### src/design/fidl_pkg.sv
// Shared types and constants for the frame input delay line.
// No dependencies; imported by fidl_cfg, fidl_queue and the top level.
`default_nettype none

package fidl_pkg;

    localparam int DEPTH_W = 4;
    localparam int ADDR_W  = 3;
    localparam int DATA_W  = 32;

    // Pad word that means "no input".
    localparam int NEUTRAL_WORD = 5;

    // Register word index, taken from paddr[2].
    localparam logic REG_DELAY_DEPTH = 1'b0;
    localparam logic REG_BYPASS      = 1'b1;

    typedef struct packed {
        logic [DEPTH_W-1:0] delay_depth;
        logic               bypass_when_frozen;
    } cfg_t;

endpackage

`default_nettype wire

### src/design/fidl_cfg.sv
// APB-style configuration registers for the frame input delay line.
// Depends on fidl_pkg for the register indexes and the cfg_t struct.
`default_nettype none

module fidl_cfg
    import fidl_pkg::*;
#(
    parameter int MAX_DELAY = 10
) (
    input  wire logic              clk,
    input  wire logic              rst_n,
    input  wire logic              psel,
    input  wire logic              penable,
    input  wire logic              pwrite,
    input  wire logic [ADDR_W-1:0] paddr,
    input  wire logic [DATA_W-1:0] pwdata,
    output logic      [DATA_W-1:0] prdata,
    output logic                   pready,
    output cfg_t                   cfg
);

    logic [DEPTH_W-1:0] depth_reg;
    logic [DEPTH_W-1:0] depth_next;
    logic               bypass_reg;
    logic               bypass_next;
    logic               wr_en;
    logic [DEPTH_W-1:0] wr_depth;

    assign pready   = 1'b1;
    assign wr_en    = psel && penable && pwrite;
    assign wr_depth = pwdata[DEPTH_W-1:0];

    always_comb
    begin
        depth_next  = depth_reg;
        bypass_next = bypass_reg;
        if (wr_en)
        begin
            unique case (paddr[2])
                REG_DELAY_DEPTH:
                begin
                    // Saturate depths beyond the line's capacity.
                    if (32'(wr_depth) > 32'(MAX_DELAY))
                        depth_next = DEPTH_W'(MAX_DELAY);
                    else
                        depth_next = wr_depth;
                end
                REG_BYPASS:
                begin
                    bypass_next = pwdata[0];
                end
                default:
                begin
                    depth_next = depth_reg;
                end
            endcase
        end
    end

    always_ff @(posedge clk or negedge rst_n)
    begin
        if (!rst_n)
        begin
            depth_reg  <= '0;
            bypass_reg <= 1'b0;
        end
        else
        begin
            depth_reg  <= depth_next;
            bypass_reg <= bypass_next;
        end
    end

    always_comb
    begin
        prdata = '0;
        unique case (paddr[2])
            REG_DELAY_DEPTH: prdata = DATA_W'(depth_reg);
            REG_BYPASS:      prdata = DATA_W'(bypass_reg);
            default:         prdata = '0;
        endcase
    end

    assign cfg.delay_depth        = depth_reg;
    assign cfg.bypass_when_frozen = bypass_reg;

endmodule

`default_nettype wire

### src/design/fidl_queue.sv
// Ring-buffer delay queue and frame tracking for player 0 pad words.
// Depends on fidl_pkg for cfg_t and the neutral word constant.
`default_nettype none

module fidl_queue
    import fidl_pkg::*;
#(
    parameter int MAX_DELAY = 10,
    parameter int WORD_BITS = 10
) (
    input  wire logic                 clk,
    input  wire logic                 rst_n,
    input  wire cfg_t                 cfg,
    input  wire logic                 step,
    input  wire logic                 player,
    input  wire logic [WORD_BITS-1:0] pad_word,
    input  wire logic [31:0]          frame_number,
    input  wire logic                 mode_active,
    input  wire logic                 frozen,
    output logic      [WORD_BITS-1:0] result
);

    localparam int SLOTS = MAX_DELAY + 1;
    localparam int PTR_W = $clog2(SLOTS);
    localparam int CNT_W = $clog2(MAX_DELAY + 1);
    localparam int CW    = (CNT_W > DEPTH_W) ? CNT_W : DEPTH_W;
    localparam int SW    = PTR_W + 1;

    logic [WORD_BITS-1:0] words_reg [SLOTS];

    logic [PTR_W-1:0]     head_reg;
    logic [PTR_W-1:0]     head_next;
    logic [CNT_W-1:0]     count_reg;
    logic [CNT_W-1:0]     count_next;
    logic [WORD_BITS-1:0] frame_result_reg;
    logic [WORD_BITS-1:0] frame_result_next;
    logic [31:0]          prev_frame_reg;
    logic [31:0]          prev_frame_next;
    logic                 seen_reg;
    logic                 seen_next;

    logic             eligible;
    logic             repeat_frame;
    logic             jump;
    logic [CW-1:0]    depth_x;
    logic [CW-1:0]    cnt0;
    logic [CW-1:0]    cnt1;
    logic [CW-1:0]    drop;
    logic [PTR_W-1:0] head1;
    logic [PTR_W-1:0] push_ptr;
    logic             full;
    logic             push_en;

    // Ring pointer plus an offset below SLOTS, wrapped with one subtract.
    function automatic logic [PTR_W-1:0] ring_add(input logic [PTR_W-1:0] ptr,
                                                  input logic [PTR_W-1:0] ofs);
        logic [SW-1:0] s;
        s = SW'(ptr) + SW'(ofs);
        if (s >= SW'(SLOTS))
            s = s - SW'(SLOTS);
        return s[PTR_W-1:0];
    endfunction

    assign eligible = (cfg.delay_depth != '0) && !(cfg.bypass_when_frozen && frozen)
                      && mode_active;
    assign repeat_frame = seen_reg && (frame_number == prev_frame_reg);
    assign jump         = seen_reg && (frame_number != (prev_frame_reg + 32'd1));

    assign depth_x = CW'(cfg.delay_depth);
    assign cnt0    = jump ? '0 : CW'(count_reg);
    assign drop    = (cnt0 > depth_x) ? (cnt0 - depth_x) : '0;
    assign cnt1    = (cnt0 > depth_x) ? depth_x : cnt0;
    assign head1   = ring_add(head_reg, PTR_W'(drop));
    assign push_ptr = ring_add(head1, PTR_W'(cnt1));
    // Line is full after trimming: the oldest word leaves as this frame's output.
    assign full    = (cnt1 == depth_x);

    always_comb
    begin
        head_next         = head_reg;
        count_next        = count_reg;
        frame_result_next = frame_result_reg;
        prev_frame_next   = prev_frame_reg;
        seen_next         = seen_reg;
        push_en           = 1'b0;
        result            = pad_word;

        if (player)
        begin
            result = pad_word;
        end
        else if (!eligible)
        begin
            count_next        = '0;
            frame_result_next = WORD_BITS'(NEUTRAL_WORD);
            prev_frame_next   = '0;
            seen_next         = 1'b0;
            result            = pad_word;
        end
        else if (repeat_frame)
        begin
            result = frame_result_reg;
        end
        else
        begin
            push_en         = 1'b1;
            prev_frame_next = frame_number;
            seen_next       = 1'b1;
            if (full)
            begin
                head_next         = ring_add(head1, PTR_W'(1));
                count_next        = CNT_W'(cnt1);
                frame_result_next = words_reg[head1];
            end
            else
            begin
                head_next         = head1;
                count_next        = CNT_W'(cnt1 + CW'(1));
                frame_result_next = WORD_BITS'(NEUTRAL_WORD);
            end
            result = frame_result_next;
        end
    end

    always_ff @(posedge clk)
    begin
        if (step && push_en)
            words_reg[push_ptr] <= pad_word;
    end

    always_ff @(posedge clk or negedge rst_n)
    begin
        if (!rst_n)
        begin
            head_reg         <= '0;
            count_reg        <= '0;
            frame_result_reg <= WORD_BITS'(NEUTRAL_WORD);
            prev_frame_reg   <= '0;
            seen_reg         <= 1'b0;
        end
        else if (step)
        begin
            head_reg         <= head_next;
            count_reg        <= count_next;
            frame_result_reg <= frame_result_next;
            prev_frame_reg   <= prev_frame_next;
            seen_reg         <= seen_next;
        end
    end

    a_count_bound: assert property (@(posedge clk) disable iff (!rst_n)
        32'(count_reg) <= 32'(MAX_DELAY))
        else $error("queue count beyond capacity");

    a_head_bound: assert property (@(posedge clk) disable iff (!rst_n)
        32'(head_reg) < 32'(SLOTS))
        else $error("queue head outside ring");

    a_clear_empty: assert property (@(posedge clk) disable iff (!rst_n)
        !seen_reg |-> (count_reg == '0))
        else $error("queue holds words while no frame is tracked");

    a_repeat_holds: assert property (@(posedge clk) disable iff (!rst_n)
        step && !player && eligible && repeat_frame
        |=> $stable(count_reg) && $stable(head_reg) && $stable(frame_result_reg))
        else $error("repeated frame changed queue state");

endmodule

`default_nettype wire

### src/design/frame_input_delay_line_core.sv
// Top level of the frame input delay line: input register, delay queue, result register.
// Depends on fidl_pkg, fidl_cfg and fidl_queue.
//
// Takes one item per clock while the result register is not stalled and returns one pad_out
// item per item, held first in the input register and then in the result register. The queue
// update is a single ring-buffer step per item, so items can follow back to back; a
// stalled result holds the input register, and in_ready then follows out_ready.
// Player 1 words pass through; player 0 words are delayed by delay_depth frames, with
// neutral (5) output while the line fills. Write configuration only while idle.
`default_nettype none

module frame_input_delay_line_core
    import fidl_pkg::*;
#(
    parameter int MAX_DELAY = 10,
    parameter int WORD_BITS = 10
) (
    input  wire logic                 clk,
    input  wire logic                 rst_n,
    input  wire logic                 psel,
    input  wire logic                 penable,
    input  wire logic                 pwrite,
    input  wire logic [ADDR_W-1:0]    paddr,
    input  wire logic [DATA_W-1:0]    pwdata,
    output logic      [DATA_W-1:0]    prdata,
    output logic                      pready,
    input  wire logic                 in_valid,
    output logic                      in_ready,
    input  wire logic                 player,
    input  wire logic [WORD_BITS-1:0] pad_word,
    input  wire logic [31:0]          frame_number,
    input  wire logic                 mode_active,
    input  wire logic                 frozen,
    output logic                      out_valid,
    input  wire logic                 out_ready,
    output logic      [WORD_BITS-1:0] pad_out
);

    cfg_t cfg;

    logic                 in_valid_reg;
    logic                 player_reg;
    logic [WORD_BITS-1:0] pad_word_reg;
    logic [31:0]          frame_number_reg;
    logic                 mode_active_reg;
    logic                 frozen_reg;
    logic                 out_valid_reg;
    logic [WORD_BITS-1:0] pad_out_reg;
    logic [WORD_BITS-1:0] result;
    logic                 advance;
    logic                 step;
    logic                 in_take;

    fidl_cfg #(
        .MAX_DELAY (MAX_DELAY)
    ) u_cfg (
        .clk     (clk),
        .rst_n   (rst_n),
        .psel    (psel),
        .penable (penable),
        .pwrite  (pwrite),
        .paddr   (paddr),
        .pwdata  (pwdata),
        .prdata  (prdata),
        .pready  (pready),
        .cfg     (cfg)
    );

    fidl_queue #(
        .MAX_DELAY (MAX_DELAY),
        .WORD_BITS (WORD_BITS)
    ) u_queue (
        .clk          (clk),
        .rst_n        (rst_n),
        .cfg          (cfg),
        .step         (step),
        .player       (player_reg),
        .pad_word     (pad_word_reg),
        .frame_number (frame_number_reg),
        .mode_active  (mode_active_reg),
        .frozen       (frozen_reg),
        .result       (result)
    );

    // Result register is free or being drained this cycle.
    assign advance  = !out_valid_reg || out_ready;
    assign step     = in_valid_reg && advance;
    assign in_ready = !in_valid_reg || advance;
    assign in_take  = in_valid && in_ready;

    always_ff @(posedge clk or negedge rst_n)
    begin
        if (!rst_n)
        begin
            in_valid_reg  <= 1'b0;
            out_valid_reg <= 1'b0;
        end
        else
        begin
            if (in_take)
                in_valid_reg <= 1'b1;
            else if (step)
                in_valid_reg <= 1'b0;
            if (advance)
                out_valid_reg <= in_valid_reg;
        end
    end

    always_ff @(posedge clk)
    begin
        if (in_take)
        begin
            player_reg       <= player;
            pad_word_reg     <= pad_word;
            frame_number_reg <= frame_number;
            mode_active_reg  <= mode_active;
            frozen_reg       <= frozen;
        end
        if (step)
            pad_out_reg <= result;
    end

    assign out_valid = out_valid_reg;
    assign pad_out   = pad_out_reg;

endmodule

`default_nettype wire

### config.mk
export PLATFORM = sky130hd
export DESIGN_NAME = frame_input_delay_line_core
export DESIGN_NICKNAME = d
export VERILOG_FILES = /design/src/design/fidl_pkg.sv /design/src/design/fidl_cfg.sv /design/src/design/fidl_queue.sv /design/src/design/frame_input_delay_line_core.sv
export SDC_FILE = /design/constraint.sdc
export NUM_CORES = 1
export LEC_CHECK = 0
export BUFFER_PORTS_ARGS = -buffer_cell sky130_fd_sc_hd__buf_2
export CAP_MARGIN = 20
export CORE_MARGIN = 8
export CORE_UTILIZATION = 35
export DETAILED_ROUTE_END_ITERATION = 8
export GPL_ROUTABILITY_DRIVEN = 1
export SKIP_LAST_GASP = 1
export SLEW_MARGIN = 20
export SYNTH_ARGS = -nofsm -noshare
export SYNTH_HDL_FRONTEND = slang
export SYNTH_SLANG_ARGS = --single-unit
### constraint.sdc
create_clock -name clk -period 9.3 [get_ports clk]
set_input_delay 1.86 -clock clk [delete_from_list [all_inputs] [get_ports clk]]
set_output_delay 1.86 -clock clk [all_outputs]
set_load 0.02 [all_outputs]
==> impl_metrics.toml <==
[run]
maxCapViolCount = 0

[pwr]
leakagePower_nw = 5.07
power.density_nw_per_um2 = 384
ir_drop_v = 0.000312
p_total_mw = 5.11

[critical_path]
path_class = "flop to flop"
cp_slowest_cell = "o31ai_2"
crit_start = "u_queue.prev_frame_reg[16]"
crit_path_end_kind = "flop"
crit_path_max_fanout = 10
slowest_delay_ns = 0.62
reg2reg_slack_ns = 0.44
rr_startpoint = "u_queue.prev_frame_reg[16]"
reg2reg_to = "u_queue.words_reg[0][0]"
critPathLaunchType = "flop"
reg2regPathDepth = 31
arrival_ns = 9.09
cp_common_cell = "ha_1"
cp.required_ns = 9.53

[sta]
setup_viol = 0
hold_violations = 0
fin_crit_sh = 0.953
fmaxAchievable_mhz = 113
finalCriticalPeriod_ns = 8.86
fin_skew_ns = 0.0103
worst_slew_pin_slew_ns = 0.914
slew_violations = 0
slew_headroom = 0.389

[clocking]
root_buffer = "clkbuf_16"
numCtsBuffers = 25
cts_max_level = 1
clockBufferDepth = 3
cts.sinks = 223
clk_latency_ns = 0.53
cts_hold_buf = 0
cts_tree = "yes"
clkTransAtPathRegs_ns = 0.06

[yosys]
synthesis.area_um2 = 11500
ys.flop_type = "edfxtp_1"
synth_edf_count = 165
synth_warnings = 0
syn_inst = 916
synth_area_per_cell_um2 = 12.5
synth_cell_types = 92
ys_seq_area_frac = 0.559
synthArstFlopShare = 0.260
synth-seq-cells = 223

[global_route]
antenna_found_initial = 0
top_usage_layer = "met2"
grt_pass1_vias = 7476
track_usage = 0.129
use_met2 = 0.200
grt_pass1_wl_um = 40900
met3_usage = 0.0194
grt_max_degree = 59
grt_overflow = 0
use_met1 = 0.187

[routing]
antenna_left = 0
drt-wirelength-per-cell_um = 17.5
drt_iter0_markers = 509
route.detailed.drc = 0
viasPerCell = 5.04
num_vias = 7411
drtPass1Iterations = 5
wl_um = 25700

[floorplanning]
start_util = 0.354
die_w_um = 197
dieArea_um2 = 38800
num_rows = 66
core_region_area_um2 = 32400
die_h_um = 197
ioPinCount = 132

[finish]
seq_area_um2 = 6410
drive_above_1_share = 0.221
final_common_cell = "edfxtp_1"
fill_cells = 3074
layout.nets = 1116
final_area_um2 = 13300
diodes = 0
area_delta_synth_final_pct = 16.2
largest_reg_flops = 110
multiInputGateArea_um2 = 4840
layout_common_cells = "165 x edfxtp_1, 73 x buf_2, 72 x nand2_1"
post-route-util = 0.411

[run_status]
status = "finished clean"

[placement]
globalplace.congestion = 0.880
portBuffers = 72
hpwl_um = 18000
placed_cell_area_um2 = 12400

[hold_path]
hold_class = "flop to flop"
whs_path_depth = 2
hold_start = "u_queue.frame_result_reg[2]"
hold_path_end = "u_queue.frame_result_reg[2]"
-- cell usage after synthesis (20+ instances only) --
master / number / area (um^2)
a22o_1: 34 / 298
edfxtp_1: 165 / 4950
nand2_1: 72 / 270
nand3_1: 22 / 110
dfrtp_1: 56 / 1400
buf_4: 29 / 218
a21oi_1: 36 / 180
mux2i_1: 41 / 410
o21ai_0: 39 / 195
xor2_1: 30 / 263
xnor2_1: 31 / 272
mux4_2: 20 / 450
nor2_1: 64 / 240
clkbuf_1: 29 / 109
-- worst max-delay path: cells and delay by family (launching register included) --
kind / cells / cell delay [ns]
buffers and inverters: 4 / 0.73
adder cells (fa/ha/maj): 4 / 1.18
multiplexers: 1 / 0.33
AO/OA/AOI/OAI: 8 / 2.49
XOR/XNOR: 1 / 0.13
AND/OR/NAND/NOR: 13 / 3.24
flip-flops: 1 / 0.44
-- stage by stage --
stage	hold WS (ns)	TNS, ns	instances	worst slack (ns)
2_1_floorplan	0.440	-7.11	943	-0.178
4_1_cts	0.460	0	1467	0.102
3_5_place_dp	0.451	0	1421	0.132
3_3_place_gp	0.453	0	1421	0.269
6_report	0.459	0	1469	0.440
5_1_grt	0.494	-0.816	1469	-0.0440
-- repair_timing --
action                     in CTS  in global routing
resized for setup               0                 18
setup buffers                   0                  1
setup endpoints to repair       0                111
-- per-layer routing --
| layer | vias up | routed length [um] | part of all wire |
|---|---|---|---|
| li1 | 3592 | - | - |
| met1 | 3583 | 12600 | 0.49 |
| met5 | - | 0 | 0 |
| met2 | 198 | 11300 | 0.44 |
| met3 | 38 | 1360 | 0.053 |
| met4 | 0 | 434 | 0.017 |
-- worst max path at each step --
stage / end / slack (ns)
3_5_place_dp: u_queue.words_reg[8][4] / 0.13
4_1_cts: u_queue.words_reg[3][8] / 0.10
2_1_floorplan: u_queue.words_reg[0][0] / -0.18
5_1_grt: u_queue.words_reg[0][0] / -0.04
6_report: u_queue.words_reg[0][0] / 0.44
3_3_place_gp: u_queue.words_reg[9][4] / 0.27
-- layout make-up --
type / count / share of cell area
inverter: 17 / 0.00479
timing repair buffer: 107 / 0.0466
multi-input combinational: 634 / 0.364
clock inverter: 16 / 0.0128
tap: 442 / 0.0415
clock buffer: 30 / 0.0492
sequential: 223 / 0.482
-- cells by family after synthesis --
kind of cell,share of synthesized area
buffers and inverters,0.0392
AND/OR/NAND/NOR,0.136
flip-flops,0.559
other,0.000655
multiplexers,0.0853
adder cells (fa/ha/maj),0.0249
XOR/XNOR,0.0490
AO/OA/AOI/OAI,0.105
-- power by group --
part / internal, mW / switching (mW)
Combinational: 1.23 / 1.59
Clock: 0.588 / 0.395
Sequential: 1.21 / 0.0975
Total: 3.03 / 2.08
(Power assumes the default switching activity.)
